`config.mk`:
```
export PLATFORM = sky130hd
export DESIGN_NAME = streaming_sum_of_squared_deviations_unit
export DESIGN_NICKNAME = d
export VERILOG_FILES = /design/src/ssd_pkg.sv /design/src/ssd_front.sv /design/src/ssd_queue.sv /design/src/ssd_back.sv /design/src/streaming_sum_of_squared_deviations_unit.sv
export SDC_FILE = /design/constraint.sdc
export NUM_CORES = 2
export LEC_CHECK = 0
export CAP_MARGIN = 10
export CORE_ASPECT_RATIO = 1.1
export CORE_MARGIN = 5
export CORE_UTILIZATION = 65
export CTS_BUF_LIST = sky130_fd_sc_hd__clkbuf_2
export CTS_CLUSTER_DIAMETER = 120
export DETAILED_ROUTE_END_ITERATION = 10
export DONT_BUFFER_PORTS = 1
export PLACE_DENSITY = 0.91
export SLEW_MARGIN = 0
export SYNTH_ARGS = -nofsm -noshare
export SYNTH_HDL_FRONTEND = slang
export SYNTH_HIERARCHICAL = 1
export SYNTH_SLANG_ARGS = --single-unit
```
`constraint.sdc`:
```
create_clock -name clk -period 17.5 [get_ports clk]
set_input_delay 1.75 -clock clk [delete_from_list [all_inputs] [get_ports clk]]
set_output_delay 1.75 -clock clk [all_outputs]
set_load 0.02 [all_outputs]
```
`src/ssd_pkg.sv`:
```
// Shared constants and types of the squared deviation unit.
package ssd_pkg;

	// Set size limit and sample width.
	localparam int MAX_ITEMS   = 4096;
	localparam int SAMPLE_BITS = 16;

	// Derived widths.
	localparam int CNT_W  = $clog2(MAX_ITEMS + 1);
	localparam int SUM_W  = SAMPLE_BITS + $clog2(MAX_ITEMS);
	localparam int SQ_W   = 2 * SAMPLE_BITS - 1;
	localparam int ACC_W  = SQ_W + $clog2(MAX_ITEMS);
	localparam int DIVD_W = 2 * SUM_W;
	localparam int STEP_W = $clog2(DIVD_W);

	// Queue of finished set totals between the front and the back.
	localparam int QDEPTH = 4;
	localparam int QPTR_W = $clog2(QDEPTH);
	localparam int QLVL_W = $clog2(QDEPTH + 1);

	// Totals of one finished data set.
	typedef struct packed {
		logic signed [SUM_W-1:0] sum;
		logic [ACC_W-1:0]        sq_sum;
		logic [CNT_W-1:0]        count;
		logic                    ovf;
	} set_totals_t;

	// Queue status seen by both sides.
	typedef struct packed {
		logic [QLVL_W-1:0] level;
		logic              empty;
	} q_status_t;

endpackage

```
`src/ssd_front.sv`:
```
// Front part: accepts samples, squares them and accumulates per data set.
module ssd_front import ssd_pkg::*; (
	input  logic                          clk,
	input  logic                          arst_n,
	input  logic                          sample_valid,
	output logic                          sample_stall,
	input  logic signed [SAMPLE_BITS-1:0] sample,
	input  logic                          last_sample,
	input  q_status_t                     q_status,
	output logic                          push,
	output set_totals_t                   push_data
);

	logic                          accept;
	logic                          take;
	logic [CNT_W-1:0]              count_q;
	logic                          ovf_q;
	logic [CNT_W-1:0]              cnt_next;
	logic [QLVL_W:0]               reserved;

	logic                          valid_s1, last_s1, take_s1, ovf_s1;
	logic signed [SAMPLE_BITS-1:0] x_s1;
	logic [CNT_W-1:0]              cnt_s1;
	logic signed [2*SAMPLE_BITS-1:0] prod;

	logic                          valid_s2, last_s2, take_s2, ovf_s2;
	logic signed [SAMPLE_BITS-1:0] x_s2;
	logic [SQ_W-1:0]               sq_s2;
	logic [CNT_W-1:0]              cnt_s2;

	logic signed [SUM_W-1:0]       sum_q, sum_nx;
	logic [ACC_W-1:0]              sq_sum_q, sq_sum_nx;

	// Every set end in flight holds a queue slot, so a push never finds the queue full.
	assign reserved = {1'b0, q_status.level} + (QLVL_W+1)'(valid_s1 & last_s1)
		+ (QLVL_W+1)'(valid_s2 & last_s2);
	assign sample_stall = reserved >= (QLVL_W+1)'(QDEPTH);
	assign accept = sample_valid && !sample_stall;

	// Samples past the limit are dropped and flag the set.
	assign take = count_q < CNT_W'(MAX_ITEMS);
	assign cnt_next = take ? count_q + CNT_W'(1) : count_q;

	always_ff @(posedge clk or negedge arst_n) begin
		if (!arst_n) begin
			count_q <= '0;
			ovf_q   <= 1'b0;
		end else if (accept) begin
			if (last_sample) begin
				count_q <= '0;
				ovf_q   <= 1'b0;
			end else begin
				count_q <= cnt_next;
				ovf_q   <= ovf_q | ~take;
			end
		end
	end

	// Stage 1: capture the sample with its count and overflow state.
	always_ff @(posedge clk or negedge arst_n) begin
		if (!arst_n) begin
			valid_s1 <= 1'b0;
			last_s1  <= 1'b0;
		end else begin
			valid_s1 <= accept;
			last_s1  <= last_sample;
		end
	end

	always_ff @(posedge clk) begin
		if (accept) begin
			x_s1    <= sample;
			take_s1 <= take;
			cnt_s1  <= cnt_next;
			ovf_s1  <= ovf_q | ~take;
		end
	end

	// Stage 2: register the square.
	assign prod = x_s1 * x_s1;

	always_ff @(posedge clk or negedge arst_n) begin
		if (!arst_n) begin
			valid_s2 <= 1'b0;
			last_s2  <= 1'b0;
		end else begin
			valid_s2 <= valid_s1;
			last_s2  <= last_s1;
		end
	end

	always_ff @(posedge clk) begin
		if (valid_s1) begin
			x_s2    <= x_s1;
			sq_s2   <= prod[SQ_W-1:0];
			take_s2 <= take_s1;
			cnt_s2  <= cnt_s1;
			ovf_s2  <= ovf_s1;
		end
	end

	// Accumulate; a set end hands the totals to the queue and clears them.
	assign sum_nx    = take_s2 ? sum_q + SUM_W'(x_s2) : sum_q;
	assign sq_sum_nx = take_s2 ? sq_sum_q + ACC_W'(sq_s2) : sq_sum_q;

	always_ff @(posedge clk or negedge arst_n) begin
		if (!arst_n) begin
			sum_q    <= '0;
			sq_sum_q <= '0;
		end else if (valid_s2) begin
			if (last_s2) begin
				sum_q    <= '0;
				sq_sum_q <= '0;
			end else begin
				sum_q    <= sum_nx;
				sq_sum_q <= sq_sum_nx;
			end
		end
	end

	assign push             = valid_s2 && last_s2;
	assign push_data.sum    = sum_nx;
	assign push_data.sq_sum = sq_sum_nx;
	assign push_data.count  = cnt_s2;
	assign push_data.ovf    = ovf_s2;

endmodule

```
`src/ssd_queue.sv`:
```
// Short queue of finished set totals between the front and the back.
module ssd_queue import ssd_pkg::*; (
	input  logic        clk,
	input  logic        arst_n,
	input  logic        push,
	input  set_totals_t push_data,
	input  logic        pop,
	output set_totals_t rd_data,
	output q_status_t   q_status
);

	set_totals_t       mem_q [QDEPTH];
	logic [QPTR_W-1:0] wr_ptr_q, rd_ptr_q;
	logic [QLVL_W-1:0] level_q;

	// Entry storage.
	always_ff @(posedge clk) begin
		if (push) begin
			mem_q[wr_ptr_q] <= push_data;
		end
	end

	// Pointers and fill level.
	always_ff @(posedge clk or negedge arst_n) begin
		if (!arst_n) begin
			wr_ptr_q <= '0;
			rd_ptr_q <= '0;
			level_q  <= '0;
		end else begin
			if (push) begin
				wr_ptr_q <= wr_ptr_q + QPTR_W'(1);
			end
			if (pop) begin
				rd_ptr_q <= rd_ptr_q + QPTR_W'(1);
			end
			if (push && !pop) begin
				level_q <= level_q + QLVL_W'(1);
			end else if (pop && !push) begin
				level_q <= level_q - QLVL_W'(1);
			end
		end
	end

	assign rd_data        = mem_q[rd_ptr_q];
	assign q_status.level = level_q;
	assign q_status.empty = level_q == '0;

endmodule

```
`src/ssd_back.sv`:
```
// Back part: squares the set sum, divides by the count and forms the result.
module ssd_back import ssd_pkg::*; (
	input  logic              clk,
	input  logic              arst_n,
	input  q_status_t         q_status,
	input  set_totals_t       rd_data,
	output logic              pop,
	output logic              result_valid,
	input  logic              result_stall,
	output logic [ACC_W-1:0]  squared_deviation_sum,
	output logic [CNT_W-1:0]  item_count,
	output logic              overflowed
);

	localparam logic [1:0] ST_IDLE   = 2'd0;
	localparam logic [1:0] ST_SQUARE = 2'd1;
	localparam logic [1:0] ST_DIVIDE = 2'd2;
	localparam logic [1:0] ST_FINISH = 2'd3;

	logic [1:0]        state_q;
	logic [SUM_W-1:0]  mag;
	logic [SUM_W-1:0]  mag_q;
	logic [CNT_W-1:0]  n_q;
	logic [ACC_W-1:0]  sq_sum_q;
	logic              ovf_q;
	logic [DIVD_W-1:0] div_q;
	logic [CNT_W-1:0]  rem_q;
	logic [STEP_W-1:0] step_q;
	logic [CNT_W:0]    shifted;
	logic              ge;
	logic              load_out;
	logic              result_valid_q;

	// Magnitude of the set sum; the most negative sum maps to its unsigned value.
	assign mag = rd_data.sum[SUM_W-1] ? SUM_W'(~rd_data.sum) + SUM_W'(1) : SUM_W'(rd_data.sum);

	// One restoring division step: shift in a dividend bit, subtract if it fits.
	assign shifted = {rem_q, div_q[DIVD_W-1]};
	assign ge      = shifted >= {1'b0, n_q};

	assign pop      = (state_q == ST_IDLE) && !q_status.empty;
	assign load_out = (state_q == ST_FINISH) && (!result_valid_q || !result_stall);

	// Sequencer for one set.
	always_ff @(posedge clk or negedge arst_n) begin
		if (!arst_n) begin
			state_q <= ST_IDLE;
			step_q  <= '0;
		end else begin
			case (state_q)
				ST_IDLE: begin
					if (pop) begin
						state_q <= ST_SQUARE;
					end
				end
				ST_SQUARE: begin
					step_q  <= '0;
					state_q <= ST_DIVIDE;
				end
				ST_DIVIDE: begin
					step_q <= step_q + STEP_W'(1);
					if (step_q == STEP_W'(DIVD_W - 1)) begin
						state_q <= ST_FINISH;
					end
				end
				ST_FINISH: begin
					if (load_out) begin
						state_q <= ST_IDLE;
					end
				end
				default: begin
					state_q <= ST_IDLE;
				end
			endcase
		end
	end

	// Datapath of the division; the quotient shifts in behind the dividend.
	always_ff @(posedge clk) begin
		if (pop) begin
			mag_q    <= mag;
			n_q      <= rd_data.count;
			sq_sum_q <= rd_data.sq_sum;
			ovf_q    <= rd_data.ovf;
		end
		if (state_q == ST_SQUARE) begin
			div_q <= mag_q * mag_q;
			rem_q <= '0;
		end else if (state_q == ST_DIVIDE) begin
			rem_q <= ge ? CNT_W'(shifted - {1'b0, n_q}) : shifted[CNT_W-1:0];
			div_q <= {div_q[DIVD_W-2:0], ge};
		end
	end

	// Output register; the quotient never exceeds the sum of squares.
	always_ff @(posedge clk or negedge arst_n) begin
		if (!arst_n) begin
			result_valid_q <= 1'b0;
		end else if (load_out) begin
			result_valid_q <= 1'b1;
		end else if (!result_stall) begin
			result_valid_q <= 1'b0;
		end
	end

	always_ff @(posedge clk) begin
		if (load_out) begin
			squared_deviation_sum <= sq_sum_q - div_q[ACC_W-1:0];
			item_count            <= n_q;
			overflowed            <= ovf_q;
		end
	end

	assign result_valid = result_valid_q;

endmodule

```
`src/streaming_sum_of_squared_deviations_unit.sv`:
```
// Top level of the streaming sum of squared deviations unit.
//
//   channel  | handshake                   | payload
//   ---------+-----------------------------+---------------------------------------------
//   input    | sample_valid / sample_stall | sample, last_sample
//   output   | result_valid / result_stall | squared_deviation_sum, item_count, overflowed
//
// Samples are taken at one per cycle while sample_stall is low; a set end passes
// front stages 1 and 2 before it is pushed into the queue. The back divides at one
// quotient bit per cycle, and up to four finished sets wait in the queue.
// sample_stall rises only while every queue slot is filled or spoken for.
// arst_n clears all control state and the accumulators at once; no clearing pass.
module streaming_sum_of_squared_deviations_unit import ssd_pkg::*; (
	input  logic                          clk,
	input  logic                          arst_n,
	input  logic                          sample_valid,
	output logic                          sample_stall,
	input  logic signed [SAMPLE_BITS-1:0] sample,
	input  logic                          last_sample,
	output logic                          result_valid,
	input  logic                          result_stall,
	output logic [ACC_W-1:0]              squared_deviation_sum,
	output logic [CNT_W-1:0]              item_count,
	output logic                          overflowed
);

	logic        push;
	logic        pop;
	set_totals_t push_data;
	set_totals_t rd_data;
	q_status_t   q_status;

	// Accumulation of incoming samples.
	ssd_front u_front (
		.clk          (clk),
		.arst_n       (arst_n),
		.sample_valid (sample_valid),
		.sample_stall (sample_stall),
		.sample       (sample),
		.last_sample  (last_sample),
		.q_status     (q_status),
		.push         (push),
		.push_data    (push_data)
	);

	// Finished set totals waiting for the divider.
	ssd_queue u_queue (
		.clk       (clk),
		.arst_n    (arst_n),
		.push      (push),
		.push_data (push_data),
		.pop       (pop),
		.rd_data   (rd_data),
		.q_status  (q_status)
	);

	// Division and result output.
	ssd_back u_back (
		.clk                   (clk),
		.arst_n                (arst_n),
		.q_status              (q_status),
		.rd_data               (rd_data),
		.pop                   (pop),
		.result_valid          (result_valid),
		.result_stall          (result_stall),
		.squared_deviation_sum (squared_deviation_sum),
		.item_count            (item_count),
		.overflowed            (overflowed)
	);

endmodule

```
# After elaboration in Yosys (flattened, before gate mapping)
# Memories as Yosys holds them, arrays and structs flattened.
# Cells that the tools add are included.
# W data, S select, Z words.
# totals
regBits,409
ramBits,340
in_bits,21
out_inout_bits,59
word_cells,105
mem_count,1
# mem_list
memory,words,word_bits,read_ports,rd_clocked_by_memory_dff,write_ports,line,source
u_queue.mem_q,4,85,1,0,1,ssd_queue.sv:12,set_totals_t mem_q [QDEPTH];
# op_classes
add_sub_neg,13
n_mul,2
order_cmp,3
eq_ne,8
mux,22
bitwise,5
reduce_logical,18
# ops
cell,count
$mux W56,2
$mux W43,2
$mul A28 B28 Y56,1
$mux W28,2
$add A43 B31 Y43,1
$sub A43 B43 Y43,1
$mux W13,3
$mul A16 B16 Y31,1
$add A28 B16 Y28,1
$add A28 B2 Y28 const B,1
$not A28 Y28,1
$mux W27,1
$ge A14 B13 Y1,1
$add A13 B1 Y13 const B,1
$lt A13 B13 Y1 const B,1
$sub A13 B13 Y13,1
$pmux W6 S2,1
$pmux W2 S4,1
$add A6 B1 Y6 const B,1
$eq A6 B6 Y1 const B,1
$logic_and A1 B1 Y1,6
$logic_not A1 Y1,6
$mux W2,3
$mux W3,2
other kinds (19),29

# Longest topological paths before layout
# logic_depth
ltp_word,6
ltp_mapped,28
mapped_depth_nobuf,25

# Modules after synthesis
# Netlist, hierarchy kept.
# modules_own_cells
mod,instances,cells_per_inst,area_each_um2,seq_area_each_um2
ssd_back,1,3548,34114.0,6431.2
ssd_front,1,1950,19257.2,4959.8
ssd_queue,1,478,12672.2,10385.0

# Least setup slack after synthesis
# Ideal clock, no wire load.
# synth_path
kind,flip-flop to flip-flop
startpoint,register u_back.mag_q[16]
endpoint,"register u_back.div_q[52], data pin"
setup_time_ps,260
arrival_ps,7038
required_time_ps,17240
setup_slack_ps,10202
stages_incl_launch_ff,26
n_path_buf,3
period_less_slack_ps,7298
path_cell_list,edfxtp_1 clkbuf_1 clkbuf_1 nand2_1 fa_1 inv_1 fa_1 inv_1 fa_1 fa_1 inv_1 fa_1 fa_1 inv_1 fa_1 inv_1 ha_1 clkbuf_1 nand4_1 or4b_1 o221ai_1 nand2_1 o41ai_2 a221oi_2 xnor2_1 mux2_2
# synth_between
elab_chain_len,2
# synth_rtl
item,line,source
start: declaration,ssd_back.sv:22,logic [SUM_W-1:0] mag_q;
start signal: assignment,ssd_back.sv:81,mag_q <= mag;
$mul A28 B28 Y56,ssd_back.sv:87,div_q <= mag_q * mag_q;
$mux W56,ssd_back.sv:86,if (state_q == ST_SQUARE) begin
end signal: assignment,ssd_back.sv:87,
end signal: assignment,ssd_back.sv:91,"div_q <= {div_q[DIVD_W-2:0], ge};"
end: declaration,ssd_back.sv:26,logic [DIVD_W-1:0] div_q;
# Every way passes these cells.
# A chain may end at the register's enable or synchronous reset.

# Worst setup path after layout
# layout_path
startpoint,register u_back.mag_q[14]
endpoint,"register u_back.div_q[55], data pin"
# The elaborated chain is that of the path after synthesis.

==> impl_metrics.toml <==
[run_status]
status = "finished clean"

[placement]
buffer_ports.inserted = 0
place_inst = 7128
globalplace.congestion = 0.9664
dp.final_hpwl_um = 118000

[clocking]
cts_hold_buf = 4
htree_num_levels = 4
clock_tree.root_cell = "clkbuf_2"
clock_tree.buffer_depth = 3
numCtsBuffers = 181
cts_resized = 0
clk_pin_slew_ps = 110
tritoncts_clock_tree = "built"
numClockSinks = 747
post_cts.repair.setup_buffers = 0
clkLatencyLatePin_ps = 1490

[worst_setup_path]
worst-endpoint-required_ps = 18730
worstSetupPathType = "flip-flop to flip-flop"
endpoint_arrival_time_on_the_critical_path_ps = 9650
worst_setup_path_start_kind = "flip-flop"
crit_fanout = 13
worst_setup_path_end_kind = "flip-flop"

[final_layout]
layout.cells.most_common = "inv_1"
layout.core_utilization_pct = 68.68
drive_gt1_share_pct = 8.768
final_cell_count_no_fill = 7480
layout.cells.most_common_list = "1,365 x inv_1, 846 x fa_1, 629 x edfxtp_1, 489 x nand2_1, 429 x ha_1"
fillers = 6788
fin_nets = 7311
area_delta_synth_final_pct = 4.772

[die]
placeableCoreArea_um2 = 100700
chipHeight_um = 344.3
core.rowCount = 122
boundaryPins = 80
floorplan.die_area_um2 = 108100
floorplan.initialDensity_pct = 65.55
floorplan.die.width_um = 313.9

[timing]
worst_slew_pin_slew_ps = 1190
slew_violations = 0
setup_viol = 0
hold_violations = 0
fin_crit_sh_pct = 48.10
rsz0062_at_grt = "no"
skew_ps = 215.7
slew-limit-headroom_pct = 20.69
max_freq_mhz = 118.8
setup_total_negative_slack_ps = 0
finalWorstPathRequiredPeriod_ps = 8418

[route]
route.antenna.remaining_nets = 0
avgRoutedWirePerCell_um = 21.11
drt_pass1_iterations = 8
via_count = 44760
drtIter0Drc = 4005
viasPerCell = 5.984
drt-total-wl_um = 157900
route.detailed.drc = 0

[yosys]
seq_area_frac_synth_pct = 32.97
mappedNetlistNets = 7274
synthesized_flop_and_latch_total = 747
synth_enable_flop_cells = 629
synth.lib_cells_used.distinct = 103
post_synth_instance_area_um2 = 66040
ys_warn_count = 6
async_flop_share_pct = 14.06
synth_cells = 5976
synth-main-ff-cell = "edfxtp_1"
post_synth.cell_area_avg_um2 = 11.05

[global_route]
grt_pass1_wl_um = 253900
gr-total-overflow = 0
gr-usage-all-layers_pct = 29.81
antenna_found_initial = 6
first_global_vias = 48920
grt_max_degree = 95

[flow_run]
maxCapViolCount = 0

[min_path]
holdCritPathClass = "primary input to asynchronous set/reset pin"
through the flow:
stage          worst slack (ps)  instance area [µm²]  hold WS, ps
4_1_cts                    9171                69180        5.344
2_1_floorplan             10200                66040        354.1
6_report                   9082                69200        137.9
3_5_place_dp               9227                67240        392.2
3_3_place_gp               9313                67240        390.8
5_1_grt                    8813                69190        5.300
Yosys cell counts, types with 51 or more instances:
cell type  instances  area [µm²]
inv_1           1366        5127
fa_1             846       16940
edfxtp_1         629       18890
nand2_1          489        1836
ha_1             431        5393
and2_1           208        1301
a21oi_1          199       996.0
xnor2_1          189        1655
o21ai_0          182       910.9
nor2_1           172       645.6
clkbuf_1         171       641.9
a21o_1           111       833.3
dfrtp_1          105        2628
mux4_2            85        1914
xor2_1            66       578.1
nand3_1           60       300.3
mux2_2            51       574.3
path summary, 6_finish.rpt:
path,endpoint,startpoint,slack [ps],cells past startpoint
max,u_back/div_q[55]$_DFFE_PP_,u_back/mag_q[14]$_DFFE_PP_,9080,24
min in group clk,u_front/last_s1$_DFF_PN0_,last_sample,370,0
max reg2reg,u_back/div_q[55]$_DFFE_PP_,u_back/mag_q[14]$_DFFE_PP_,9080,24
min reg2reg,u_front/last_s2$_DFF_PN0_,u_front/last_s1$_DFF_PN0_,410,0
min,u_front/sq_sum_q[1]$_DFFE_PN0P_,arst_n,140,0
max in group asynchronous,u_front/sum_q[24]$_DFFE_PN0P_,arst_n,16090,1
logic make-up (layout without fill, tap and decap cells):
group,count (synthesis),after routing,synth area share [%]
simple gates,1181,1181,8.677
other cells,0,8,0
xor+xnor,255,255,3.382
compound gates,800,800,8.088
fa+ha+maj,1277,1277,33.81
flops,747,747,32.97
buf+inv,1565,1759,9.061
mux,151,151,4.011
final cells by class:
cell class	instances	area (µm²)	area share [%]
multi-input combinational	3664	38330	55.40
antenna	8	20.02	0.02893
sequential	747	21780	31.48
clock inverter	85	604.3	0.8734
tap	1302	1629	2.354
clock buffer	255	1276	1.844
inverter	1367	5131	7.416
timing repair buffer	52	417.9	0.6039
routing by layer:
layer / global-route usage (%) / part of all wire (%) / up-vias / routed length (µm)
met1: 36.29 / 36 / 22160 / 56480
met2: 50.29 / 49 / 2378 / 77550
li1: - / - / 19580 / -
met5: 0 / 0.012 / - / 19
met3: 7.132 / 9.4 / 642 / 14900
met4: 15.03 / 5.7 / 4 / 8929
sequential cells by signal, summed over array words and instances, names as in the netlist, 3 cells and up:
name and count:
u_front/x_s2 16, u_queue/mem_q 340, u_back/sq_sum_q 43, u_front/sq_sum_q 43
u_front/sq_s2 29, u_front/count_q 13, u_back/squared_deviation_sum 43, u_back/item_count 13
u_back/n_q 13, u_queue/level_q 3, u_back/rem_q 13, u_front/cnt_s1 13
u_back/mag_q 28, u_front/cnt_s2 13, u_back/div_q 56, u_front/x_s1 16
u_back/step_q 6, u_front/sum_q 28
worst max-delay path, stage by stage, from the launching register on:
cell       delay (ps)
edfxtp_1          740
buf_4             340
inv_1             220
nor2_1            310
fa_1              520
fa_1              430
fa_1              490
inv_1              60
fa_1              530
inv_1              50
fa_1              460
fa_1              500
inv_1              60
fa_1              550
inv_1              50
ha_1              370
a21o_1            200
a211oi_1          350
o21ai_0           210
a221o_1           420
o21a_1            280
o2111ai_1         320
a21oi_1           130
o21a_1            210
o31ai_1           370
Power is left out: the tool's default activity adds up to more than one toggle a clock period on the data nets, which glitch-free logic cannot reach.
